<file path="src/rtl/core/oale_pkg.sv">
// ----------------------------------------------------------------------------
// Ordered array list engine - package
// Sizes, codes and the command bundle driven into the cell row.
// ----------------------------------------------------------------------------
package oale_pkg;

	localparam int CAPACITY = 128;
	localparam int CNT_W    = $clog2(CAPACITY + 1);
	localparam int IDX_W    = ((CNT_W > 8) ? CNT_W : 8) + 1;
	localparam int GRP_SZ   = 8;
	localparam int GRP_W    = $clog2(GRP_SZ);
	localparam int NGRP     = (CAPACITY + GRP_SZ - 1) / GRP_SZ;

	typedef enum logic [1:0] {
		REQ_CLEAR  = 2'd0,
		REQ_LOCATE = 2'd1,
		REQ_INSERT = 2'd2,
		REQ_DELETE = 2'd3
	} req_t;

	typedef enum logic [1:0] {
		ST_OK        = 2'd0,
		ST_BAD_POS   = 2'd1,
		ST_FULL      = 2'd2,
		ST_NOT_FOUND = 2'd3
	} status_t;

	typedef enum logic [1:0] {
		FS_IDLE,
		FS_EXEC,
		FS_SHIFT,
		FS_DONE
	} fsm_t;

	typedef struct packed {
		logic             hit_en;
		logic             match_mode;
		logic             ins_en;
		logic             del_en;
		logic [IDX_W-1:0] pos0;
		logic [IDX_W-1:0] count;
		logic [31:0]      value;
	} cell_cmd_t;

endpackage

</file>
<file path="src/rtl/core/oale_group.sv">
// ----------------------------------------------------------------------------
// Ordered array list engine - hit group
// Registers the first flagged cell of a group and its entry.
// ----------------------------------------------------------------------------
module oale_group import oale_pkg::*; (
	input  logic                     clk,
	input  logic                     arst_n,
	input  logic                     load,
	input  logic [GRP_SZ-1:0]        hits,
	input  logic [GRP_SZ-1:0][31:0]  vals,
	output logic                     ghit_q,
	output logic [GRP_W-1:0]         gidx_q,
	output logic [31:0]              gval_q
);

	logic [GRP_W-1:0] sel;

	always_comb begin
		sel = '0;
		for (int j = GRP_SZ - 1; j >= 0; j--) begin
			if (hits[j]) begin
				sel = GRP_W'(j);
			end
		end
	end

	always_ff @(posedge clk or negedge arst_n) begin
		if (!arst_n) begin
			ghit_q <= 1'b0;
		end else if (load) begin
			ghit_q <= |hits;
		end
	end

	always_ff @(posedge clk) begin
		if (load) begin
			gidx_q <= sel;
			gval_q <= vals[sel];
		end
	end

endmodule

</file>
<file path="config.mk">
export PLATFORM = sky130hd
export DESIGN_NAME = oale_group
export DESIGN_NICKNAME = d
export VERILOG_FILES = /design/src/rtl/core/oale_pkg.sv /design/src/rtl/core/oale_group.sv
export SDC_FILE = /design/constraint.sdc
export NUM_CORES = 1
export LEC_CHECK = 0
export BUFFER_PORTS_ARGS = -buffer_cell sky130_fd_sc_hd__clkbuf_2
export CORE_AREA = 3 3 116 118
export CTS_BUF_LIST = sky130_fd_sc_hd__clkbuf_8
export CTS_CLUSTER_SIZE = 16
export DETAILED_ROUTE_END_ITERATION = 8
export DIE_AREA = 0 0 119 121
export SYNTH_ARGS = -nofsm -noshare
export SYNTH_HDL_FRONTEND = slang
export SYNTH_SLANG_ARGS = --single-unit
export TNS_END_PERCENT = 50
</file>
<file path="constraint.sdc">
create_clock -name clk -period 1.1 [get_ports clk]
set_clock_uncertainty 0.15 [all_clocks]
set_input_delay 0.11 -clock clk [delete_from_list [all_inputs] [get_ports clk]]
set_output_delay 0.11 -clock clk [all_outputs]
set_load 0.02 [all_outputs]
</file>
## After elaboration in Yosys (flattened, before gate mapping)

Cells that the tools add are included.

- Output and inout port bits: 36
- Input port bits: 267
- Logic and storage cells: 15
- Bits in registers: 36

- Mux-type cells: 10
- Reductions and logical operators: 1
- Magnitude comparators: 1

Operator list:

| cell | number |
|---|---|
| binary-select mux 32 bit (select 3 bit) | 1 |
| two-way mux 32 bit | 1 |
| two-way mux 3 bit | 8 |
| OR reduction 8 bit | 1 |
| less-than comparator 3 x 4 -> 1 bit (second input constant) | 1 |

## Depth between registers and ports, before layout

- Depth after elaboration: 10
- Depth in mapped cells: 7
- Mapped depth without buffers: 5

## Worst setup path after synthesis

OpenSTA, ideal clock, no wires.

- Path kind: input -> register
- From: input port hits[1]
- To: register gval_q[10], data pin
- Stages on the path: 6
- Library setup time: 0.263 ns
- Arrival: 1.193 ns
- Slack: -0.507 ns
- Buffers on the path: 2
- Required time: 0.687 ns
- Cell sequence: or2_1 or2_1 clkbuf_1 clkbuf_1 a211oi_1 nor4_1

- Word-level cells in the longest chain between the ends: 4

RTL lines:

| item | line | RTL |
|---|---|---|
| start: declaration | oale_group.sv:9 | `input logic [GRP_SZ-1:0] hits,` |
| two-way mux 3 bit (2 in series) | oale_group.sv:21 | `if (hits[j]) begin` |
| binary-select mux 32 bit (select 3 bit) | oale_group.sv:38 | `gval_q <= vals[sel];` |
| two-way mux 32 bit (not written as such) | oale_group.sv:38 |  |
| end signal: assignment | oale_group.sv:38 |  |
| end: declaration | oale_group.sv:13 | `output logic [31:0] gval_q` |

Every way passes these cells. The select of a mux whose other input is x is not followed.
A chain may end at the register's enable or synchronous reset.

## Worst setup path after layout

- From: input port hits[3]
- To: register gval_q[7], data pin

- Word-level cells in the longest chain between the ends: 6

RTL lines:

| item | line |
|---|---|
| two-way mux 3 bit (4 in series) | oale_group.sv:21 |
| binary-select mux 32 bit (select 3 bit) | oale_group.sv:38 |
| two-way mux 32 bit (not written as such) | oale_group.sv:38 |

Every way passes these cells. The select of a mux whose other input is x is not followed.

==> summary.txt <==
Detailed routing
  – Drt pass-1 iters: 5
  – Initial DRC Count: 324
  – Total Wirelength: 20.92 mm
  – DRC viols: 0
  – Via count: 5294
  – Drt wl/cell: 23.17 um
  – Drt via density: 5.863
  – Antenna Violating Nets Remaining: 0

Worst setup path
  – Crit end category: flip-flop
  – Worst setup SP type: primary input
  – WP data arrival: 1490 ps
  – Critical path fanouts, max: 33
  – WP data required: 1040 ps
  – Setup Crit Path Kind: in -> reg

Finish
  – Commonest non-fill, non-tap cells in the layout: clkbuf_2, and3_1, a211oi_2
  – Fill cell count: 1133
  – Most common cell after layout, fill and taps aside: clkbuf_2
  – Final cell count without fillers: 903
  – Diodes inserted: 0
  – Synth-to-layout area growth: 105.5%
  – Nets: 997
  – Share of cells above drive strength 1: 69.63%

Clock tree
  – TritonCTS clock tree: yes
  – Worst-Skew Late Latency: 290 ps
  – Clock sink count: 36
  – H-tree levels: 2
  – Clock Pin Slew Worst Setup and Hold Paths: 80 ps
  – Total CTS buffers: 5
  – Clock Path Buffers: 2
  – CTS root buf: clkbuf_8

Status
  – Outcome: complete, but fails checks
  – Failing checks: negative setup slack

Floorplanning
  – Die Ht: 121 um
  – Die Wd: 119 um
  – Initial Utilization: 27.18%
  – Row Count: 41
  – I/O pin cnt: 303
  – Core area: 12570 sq um
  – DIE AREA: 14400 sq um

Synth
  – #FFs+latches synth: 36
  – Synth warn: 0
  – Top cell type's share of synthesized area: 30.77%
  – Dominant synthesized flop cell: edfxtp_1
  – Asr flop ratio synth: 2.778%
  – Area leader, netlist: edfxtp_1
  – Top post-synthesis cells by area: edfxtp_1, a211oi_1, and3_1
  – Synth cell types: 24
  – Post-synthesis cell count: 399
  – Part of the Yosys area used for sequential elements: 31.50%
  – Syn nets: 666
  – Post-synth EDFFs: 35
  – Avg Cell Area, Syn: 8.561 sq um
  – Mapped Area: 3416 sq um

Power and ir drop
  – Part of the power in registers: 32.7%
  – Switch Pwr: 0.001919 W
  – Clock Power Share: 17.8%
  – VDD IR max: 0.3860 mV
  – PD cells: 760.8 nW/um^2
  – Lkg Pwr: 3.255 nW
  – P_int: 0.003420 W
  – Combinational power share: 49.5%
  – Net Sw Frac: 35.94%

Place
  – Final HPWL DP: 12.74 mm
  – Port buffer count: 302
  – Place WS: -814.9 ps
  – Placed cell count: 851
  – Placer Congestion: 0.9254

Timing
  – Period Utilization, post-route: 140.7%
  – Final min period: 1548 ps
  – Setup violation total in the final timing report: 42
  – Fin. Hold Viols: 0
  – Setup WS post-layout: -448.1 ps
  – Hold_ws: 65.86 ps
  – RSZ-0062 raised after global routing: true
  – Slew Viols, Final: 0
  – Slew Limit Headroom: 65.56%
  – Worst Max-Slew Pin Slew: 514.6 ps
  – Fmax: 646.0 MHz

GRT
  – First-pass GRT wire length: 26.52 mm
  – GRT met2 Usage: 41.15%
  – Grt peak-use layer: met2
  – Vias in the first global route: 5049
  – Met3 Usage GRT: 5.408%
  – Pin count of the biggest net entering global routing: 66
  – Antenna violations before repair: 0
  – M1 GR Usage: 27.54%
  – Remaining global-route overflow: 0
  – Global Route Usage Sum: 23.12%

Worst hold path
  – Worst min path class: in -> reg

Run
  – MaxCap Viol Count: 0
power groups by stage:
stage | clock (W) | combinational, W | sequential (W)
floorplan | 0 | 0.000734 | 0.00197
detailed placement | 0 | 0.00190 | 0.00178
global placement | 0 | 0.00188 | 0.00177
global route | 0.00103 | 0.00278 | 0.00176
CTS | 0.000977 | 0.00222 | 0.00175
finish | 0.000950 | 0.00264 | 0.00175
stage by stage:
step                      instance area (sq um)  total power [W]  util (%)  setup TNS (ps)
after floorplan                            3525         0.002706         -          -14150
after global placement                     5410         0.003657     43.05          -22600
after detailed placement                   5410         0.003677     43.05          -23900
after CTS                                  6225         0.004950     49.53          -13160
after global routing                       7018         0.005574     55.84          -15490
final                                      7018         0.005339     55.84          -13250
metal layers:
| metal | vias to the layer above | wire length (um) | share of wire (%) |
|---|---|---|---|
| met1 | 2515 | 7963 | 38 |
| met4 | 0 | 686 | 3.3 |
| met2 | 398 | 10310 | 49 |
| met3 | 67 | 1964 | 9.4 |
| li1 | 2314 | - | - |
| met5 | - | 0 | 0 |
flip-flops by register name, indices dropped and copies added (netlist names):
register,flops
ghit_q,1
gval_q,32
gidx_q,3
kinds of logic (layout without fill, tap and decap cells):
family	Yosys count	after routing	synth area share [%]
DFF	36	36	31.50
and+or+nand+nor	172	172	31.21
AOI/OAI and AO/OA	136	136	29.82
buffers and inverters	55	387	7.472
final timing paths:
check | from | end | slack (ps) | cells past startpoint
max in group asynchronous | arst_n | ghit_q | 220 | 3
min in group asynchronous | arst_n | ghit_q | 480 | 3
min | vals[34] | gval_q[2] | 70 | 3
max | hits[3] | gval_q[7] | -450 | 8
min reg2reg | ghit_q | ghit_q | 440 | 2
max reg2reg | ghit_q | ghit_q | 270 | 2
timing repair:
| action | CTS | global route |
|---|---|---|
| endpoints found under the setup margin | 57 | 70 |
| gates resized for setup | 94 | 121 |
| cloned | 6 | 18 |
| hold buffers | 2 | 0 |
| buffers inserted | 10 | 10 |
| endpoints found under the hold margin | 1 | 0 |
| pin swaps | 25 | 29 |
layout make-up:
cell class / count / area, sq um / share of cell area [%]
clock buffer: 5 / 68.82 / 0.9806
clock inverter: 3 / 11.26 / 0.1605
multi-input combinational: 308 / 2840 / 40.47
sequential: 36 / 1076 / 15.33
tap: 172 / 215.2 / 3.066
timing repair buffer: 379 / 2806 / 39.99
synth_stat cells (2+ instances only):
master    number
buf_2         34
or2_1          2
and3_1       128
nor2_1         4
nor2b_1        2
a211oi_1     128
edfxtp_1      35
nor4_1        32
clkbuf_2       2
clkbuf_1      18
critical path, stage by stage:
cell	delay [ps]
buf_6	100
nor2b_4	120
o21bai_4	220
buf_4	170
buf_12	160
and3_1	220
a211oi_4	40
nor4_2	310
Power figures use the tool's default switching activity.
