File: src/rtl/core/oale_pkg.sv
// ----------------------------------------------------------------------------
// Ordered array list engine - package
// Sizes, codes and the command bundle driven into the cell row.
// ----------------------------------------------------------------------------
package oale_pkg;

	localparam int CAPACITY = 128;
	localparam int CNT_W    = $clog2(CAPACITY + 1);
	localparam int IDX_W    = ((CNT_W > 8) ? CNT_W : 8) + 1;
	localparam int GRP_SZ   = 8;
	localparam int GRP_W    = $clog2(GRP_SZ);
	localparam int NGRP     = (CAPACITY + GRP_SZ - 1) / GRP_SZ;

	typedef enum logic [1:0] {
		REQ_CLEAR  = 2'd0,
		REQ_LOCATE = 2'd1,
		REQ_INSERT = 2'd2,
		REQ_DELETE = 2'd3
	} req_t;

	typedef enum logic [1:0] {
		ST_OK        = 2'd0,
		ST_BAD_POS   = 2'd1,
		ST_FULL      = 2'd2,
		ST_NOT_FOUND = 2'd3
	} status_t;

	typedef enum logic [1:0] {
		FS_IDLE,
		FS_EXEC,
		FS_SHIFT,
		FS_DONE
	} fsm_t;

	typedef struct packed {
		logic             hit_en;
		logic             match_mode;
		logic             ins_en;
		logic             del_en;
		logic [IDX_W-1:0] pos0;
		logic [IDX_W-1:0] count;
		logic [31:0]      value;
	} cell_cmd_t;

endpackage

File: src/rtl/core/oale_cell.sv
// ----------------------------------------------------------------------------
// Ordered array list engine - list cell
// Holds one entry; shifts from either neighbour and flags a hit.
// ----------------------------------------------------------------------------
module oale_cell import oale_pkg::*; (
	input  logic             clk,
	input  logic             arst_n,
	input  logic [IDX_W-1:0] idx,
	input  cell_cmd_t        cmd,
	input  logic [31:0]      left,
	input  logic [31:0]      right,
	output logic [31:0]      data_q,
	output logic             hit_q
);

	always_ff @(posedge clk) begin
		if (cmd.ins_en) begin
			if (idx > cmd.pos0) begin
				data_q <= left;
			end else if (idx == cmd.pos0) begin
				data_q <= cmd.value;
			end
		end else if (cmd.del_en && (idx >= cmd.pos0)) begin
			data_q <= right;
		end
	end

	always_ff @(posedge clk or negedge arst_n) begin
		if (!arst_n) begin
			hit_q <= 1'b0;
		end else if (cmd.hit_en) begin
			if (cmd.match_mode) begin
				hit_q <= (data_q == cmd.value) && (idx < cmd.count);
			end else begin
				hit_q <= (idx == cmd.pos0);
			end
		end
	end

endmodule

File: config.mk
export PLATFORM = sky130hd
export DESIGN_NAME = oale_cell
export DESIGN_NICKNAME = d
export VERILOG_FILES = /design/src/rtl/core/oale_pkg.sv /design/src/rtl/core/oale_cell.sv
export SDC_FILE = /design/constraint.sdc
export NUM_CORES = 1
export LEC_CHECK = 0
export ABC_AREA = 0
export ABC_CLOCK_PERIOD_IN_PS = 1630
export BUFFER_PORTS_ARGS = -buffer_cell sky130_fd_sc_hd__buf_4
export CAP_MARGIN = 20
export CORE_MARGIN = 2
export CORE_UTILIZATION = 34
export DETAILED_ROUTE_END_ITERATION = 10
export PLACE_DENSITY = 0.65
export SLEW_MARGIN = 20
export SYNTH_ARGS = -nofsm -noshare
export SYNTH_HDL_FRONTEND = slang
export SYNTH_SLANG_ARGS = --single-unit
File: constraint.sdc
create_clock -name clk -period 1.63 [get_ports clk]
set_clock_uncertainty 0.2 [all_clocks]
set_input_delay 0.489 -clock clk [delete_from_list [all_inputs] [get_ports clk]]
set_output_delay 0.489 -clock clk [all_outputs]
set_load 0.02 [all_outputs]
==> Word-level counts from Yosys, hierarchy flattened <==
Cells that the tools add are included.
{ "word_totals": {"out_inout_bits": 33, "regBits": 33, "input_bits": 129, "elab_cells": 17} }
{ "classes": {"mux": 5, "eq_ne": 3, "reduce_logical": 4, "n_lt_le_gt_ge": 3} }
{ "op_table": {"columns": ["operator", "n"], "rows": [
  ["$mux 32", 4],
  ["$eq 32x32->1", 1],
  ["$eq 9x9->1", 1],
  ["$ge 9x9->1", 1],
  ["$gt 9x9->1", 1],
  ["$lt 9x9->1", 1],
  ["$ne 3x1->1 const B", 1],
  ["$logic_and 1x1->1", 2],
  ["$reduce_and 2->1", 1],
  ["$reduce_bool 2->1", 1],
  ["$mux 1", 1]
]} }

==> Depth between registers and ports, before layout <==
{ "depth": {"depth_word": 4, "depth_mapped": 8, "depth_no_buf": 7} }

==> Worst setup path after synthesis <==
No wires, ideal clock.
{ "synth_path": {"kind": "input to register", "from": "input cmd[49] in the netlist's numbering", "to": "register data_q[0] (enable)", "t_arrival_ps": 3028, "t_required_ps": 998, "path_stages": 7, "slack_ps": -2030, "cell_sequence": "inv_1 > ha_1 > nand4_1 > nor3_2 > a211oi_2 > buf_4 > a21oi_1"} }
{ "synth_via": {"elab_chain_cells": 4, "elab_cells_between_ends": 7} }
{ "synth_rtl": {"columns": ["item", "line_no", "source"], "rows": [
  ["start: declaration", "oale_cell.sv:9", "input cell_cmd_t cmd,"],
  ["$ge 9x9->1", "oale_cell.sv:23", "end else if (cmd.del_en && (idx >= cmd.pos0)) begin"],
  ["$logic_and 1x1->1", "oale_cell.sv:23", null],
  ["$reduce_bool 2->1 (no line)", null, null],
  ["$reduce_and 2->1 (no line) *", null, null],
  ["end signal: assignment", "oale_cell.sv:19", "data_q <= left;"],
  ["end signal: assignment", "oale_cell.sv:21", "data_q <= cmd.value;"],
  ["end signal: assignment", "oale_cell.sv:24", "data_q <= right;"],
  ["end: declaration", "oale_cell.sv:12", "output logic [31:0] data_q,"]
]} }
Every way passes the cells marked *; elsewhere a longest branch is shown, timed or not.
A chain may end at the register's enable or synchronous reset.

==> Worst setup path after layout <==
{ "layout_path": {"from": "input cmd[44] in the netlist's numbering", "to": "register data_q[24], data pin"} }
{ "layout_via": {"elab_chain_cells": 3} }
{ "layout_rtl": {"columns": ["item", "line_no", "source"], "rows": [
  ["$gt 9x9->1", "oale_cell.sv:18", "if (idx > cmd.pos0) begin"],
  ["$mux 32", "oale_cell.sv:18", null],
  ["$mux 32", "oale_cell.sv:17", "if (cmd.ins_en) begin"]
]} }
Every way passes these cells.

==> results.md <==
* Status: finished with violations
* Failing checks: negative setup slack
* Post-DP HPWL at 7128 um
* Number of synthesized register bits at 33
* Post-synthesis cell area at 2693 um^2
* Critical R2R Capture: hit_q
* DR WL/cell at 17.03 um
* Port-buffer cells at 161
* Cell Pwr Density at 707.0 nW/um^2
* Layout cells sized above 1 at 54.53%
* Sequential-to-total area share from yosys stat at 36.62%
* GRT met1 Usage at 26.45%
* Least-Margin Pin Slew at 0.5228 ns
* Nets at 599
* Initial core utilization at 35.03%
* Largest net degree at the start of global routing at 28
* Die ar. at 8647 um^2
* Async SR Flop Fraction at 3.030%
* Drt total wl at 9449 um
* Crit Path Class: in -> reg
* Buf/Inv on CP at 3
* CTS sink cnt at 33
* Number of max-cap violations at 0
* Slew headroom at 65.03%
* Clk buf depth at 2
* Clk slew on worst S/H paths at 0.07 ns
* Fin crit share at 141.9%
* Row count at 32
* Hold Path End: hit_q
* TritonCTS clock tree: built
* Final Slew Violations at 0
* CTS Buf Count at 5
* Final cell count without fillers at 555
* Met3 Use GR at 3.787%
* M2 GR Usage at 38.41%
* Syn_nets at 405
* Vias in the first global route at 2995
* R2R Path Start: data_q[12]
* Critical path cell sequence: buf_6 > inv_4 > ha_4 > nand4_1 > nor3_2 > a211oi_4 > buf_6 > nor3b_1 > a311o_1
* Remaining antenna violation count at 0
* Via-per-instance ratio at 5.090
* Critical path's largest stage delay at 0.48 ns
* Setup violators final at 71
* Max frequency at 432.5 MHz
* Hold Vio Cnt, Final at 0
* GRT Total Usage at 21.54%
* Mapped Cells at 259
* Post-synth cell types at 28
* Worst IR Drop VDD at 0.0003941 V
* First-pass iteration count of the detailed router at 4
* P&R area growth vs syn at 76.39%
* CP Depth at 9
* Hold Crit Start: cmd[53]
* Most frequent cell on the critical path: buf_6
* Required @ worst endpoint at 1.46 ns
* DR iter-0 viols at 116
* Main synth FF type: edfxtp_1
* First-pass GRT wire length at 14600 um
* Initial antenna violation count at 0
* Leak Pwr at 0.001977 uW
* DR vias at 2825
* Placed Instances at 538
* Area contributors post-synth: edfxtp_1 36%, a311o_1 12%, xnor2_1 9.4%
* CP Data Arrival Time at 2.14 ns
* Root Buffer: clkbuf_8
* Clk_lat worst skew at 0.29 ns
* GPL Wtd Cong at 0.8051
* Unrepaired setup endpoints after global routing: true
* Setup tns final at -39.98 ns
* Htree depth at 2
* Mapped Avg Cell Area at 10.40 um^2
* Total power at 3358 uW
* Antenna diodes at 0
* CP Capture Type: register
* Hold Path Class: in -> reg
* Slowest-stage cell, CP: a211oi_4
* Worst setup SP type: input port
* Global route overflow at 0
* Post-synth EDFFs at 32
* WHS Path Cells at 3
* CP Max Fanout at 15
* IO Pins at 162
* Final worst slack at -0.6824 ns
* Worst R2R Path Depth at 6
* Minimum clock period at 2.312 ns
* Drt drc at 0
* Die height at 92.99 um
* Area share of the largest cell type after synthesis at 35.69%
* Reg2Reg Setup Slack at -0.10 ns
* Die W at 92.99 um
* Most used routing layer: met2
* YS warnings at 0
* Core box area at 7687 um^2
* Area leader, netlist: edfxtp_1
* Family with the most delay on the worst path: compound AO/OA/AOI/OAI gates
worst reg2reg max path, cell delays in order (launching register included):
cell and delay [ns]:
edfxtp_1 0.45, xnor2_2 0.16, nand4_1 0.16, nor4_2 0.35, buf_4 0.16, nand4_1 0.06
o21ai_1 0.12
placed cells by master (no fill, tap or decap), types with 2 or more instances in the layout:
master    count
a21oi_2       3
ha_4          8
nand2_1       5
a21oi_1       5
buf_12        4
xor2_1        3
a21o_4        2
buf_4       167
nor3b_1      28
nor2_1        4
inv_1        10
clkbuf_8      5
edfxtp_1     32
ha_1          9
o21ai_1       3
o21ai_2       2
nand4_1      11
nand3_1       3
nor2b_1      33
nor3b_2       4
xnor2_2       6
a311o_1      32
inv_4         4
xnor2_1      23
buf_6        26
buf_8         3
what timing repair did:
item	in CTS	in global routing
hold buffers	1	0
hold endpoints to repair	1	0
resized for setup	45	9
endpoints found under the setup margin	69	71
buffers inserted	3	3
cloned	3	0
pin swaps	10	1
Yosys cell counts (3+ instances only):
library cell / number
nand4_1: 11
clkbuf_1: 6
inv_1: 18
xor2_1: 3
nand2_1: 5
ha_1: 17
nor3b_1: 32
a21oi_1: 9
buf_4: 6
a311o_1: 32
edfxtp_1: 32
nand3_1: 3
buf_6: 3
nor2_1: 4
o21ai_1: 5
xnor2_1: 29
nor2b_1: 33
flip-flops by register name (all words and copies together) (netlist names):
signal	cells
hit_q	1
data_q	32
power breakdown:
part / internal, uW / switching, uW / leakage [uW]
Sequential: 1110 / 107 / 0.000311
Combinational: 839 / 700 / 0.00163
Clock: 287 / 318 / 0.0000377
Total: 2230 / 1120 / 0.00198
cells by family (layout without fill, tap and decap cells):
| family | count (synthesis) | after routing | share of synthesized area (%) |
|---|---|---|---|
| adder cells (fa/ha/maj) | 17 | 17 | 7.899 |
| flip-flops | 33 | 33 | 36.62 |
| AND/OR/NAND/NOR | 93 | 93 | 22.58 |
| buffers and inverters | 34 | 226 | 6.458 |
| AO/OA/AOI/OAI | 50 | 52 | 16.03 |
| XOR/XNOR | 32 | 32 | 10.41 |
worst max path at each step:
stage	slack, ns	endpoint	start
6_report	-0.68	data_q[24]	cmd[44]
3_3_place_gp	-0.96	data_q[9]	cmd[46]
4_1_cts	-0.65	data_q[28]	idx[4]
5_1_grt	-0.73	data_q[20]	cmd[45]
3_5_place_dp	-1.02	data_q[26]	cmd[46]
2_1_floorplan	-0.94	data_q[0]	cmd[46]
cell type report:
| type | instances | area [um^2] |
|---|---|---|
| fill | 665 | 2938 |
| multi-input combinational | 194 | 1772 |
| timing repair buffer | 201 | 1682 |
| sequential | 33 | 985.9 |
| tap | 102 | 127.6 |
| inverter | 18 | 102.6 |
| clock buffer | 5 | 68.82 |
| clock inverter | 2 | 11.26 |
per-stage QoR:
| stage | hold WS, ns | utilization, % | cell area (um^2) | worst slack [ns] |
|---|---|---|---|---|
| floorplan | -0.006591 | - | 2834 | -0.9355 |
| global placement | 0.06481 | 56.69 | 4358 | -0.9612 |
| detailed placement | 0.06746 | 56.69 | 4358 | -1.020 |
| CTS | 0.2431 | 60.86 | 4678 | -0.6533 |
| global route | 0.2552 | 61.78 | 4750 | -0.7287 |
| finish | 0.2497 | 61.78 | 4750 | -0.6824 |
per-layer routing:
| layer | up-vias | part of all wire, % |
|---|---|---|
| met5 | - | 0 |
| li1 | 1367 | - |
| met3 | 13 | 6.1 |
| met1 | 1341 | 40 |
| met4 | 0 | 1.9 |
| met2 | 104 | 52 |
Power figures use the tool's default switching activity.
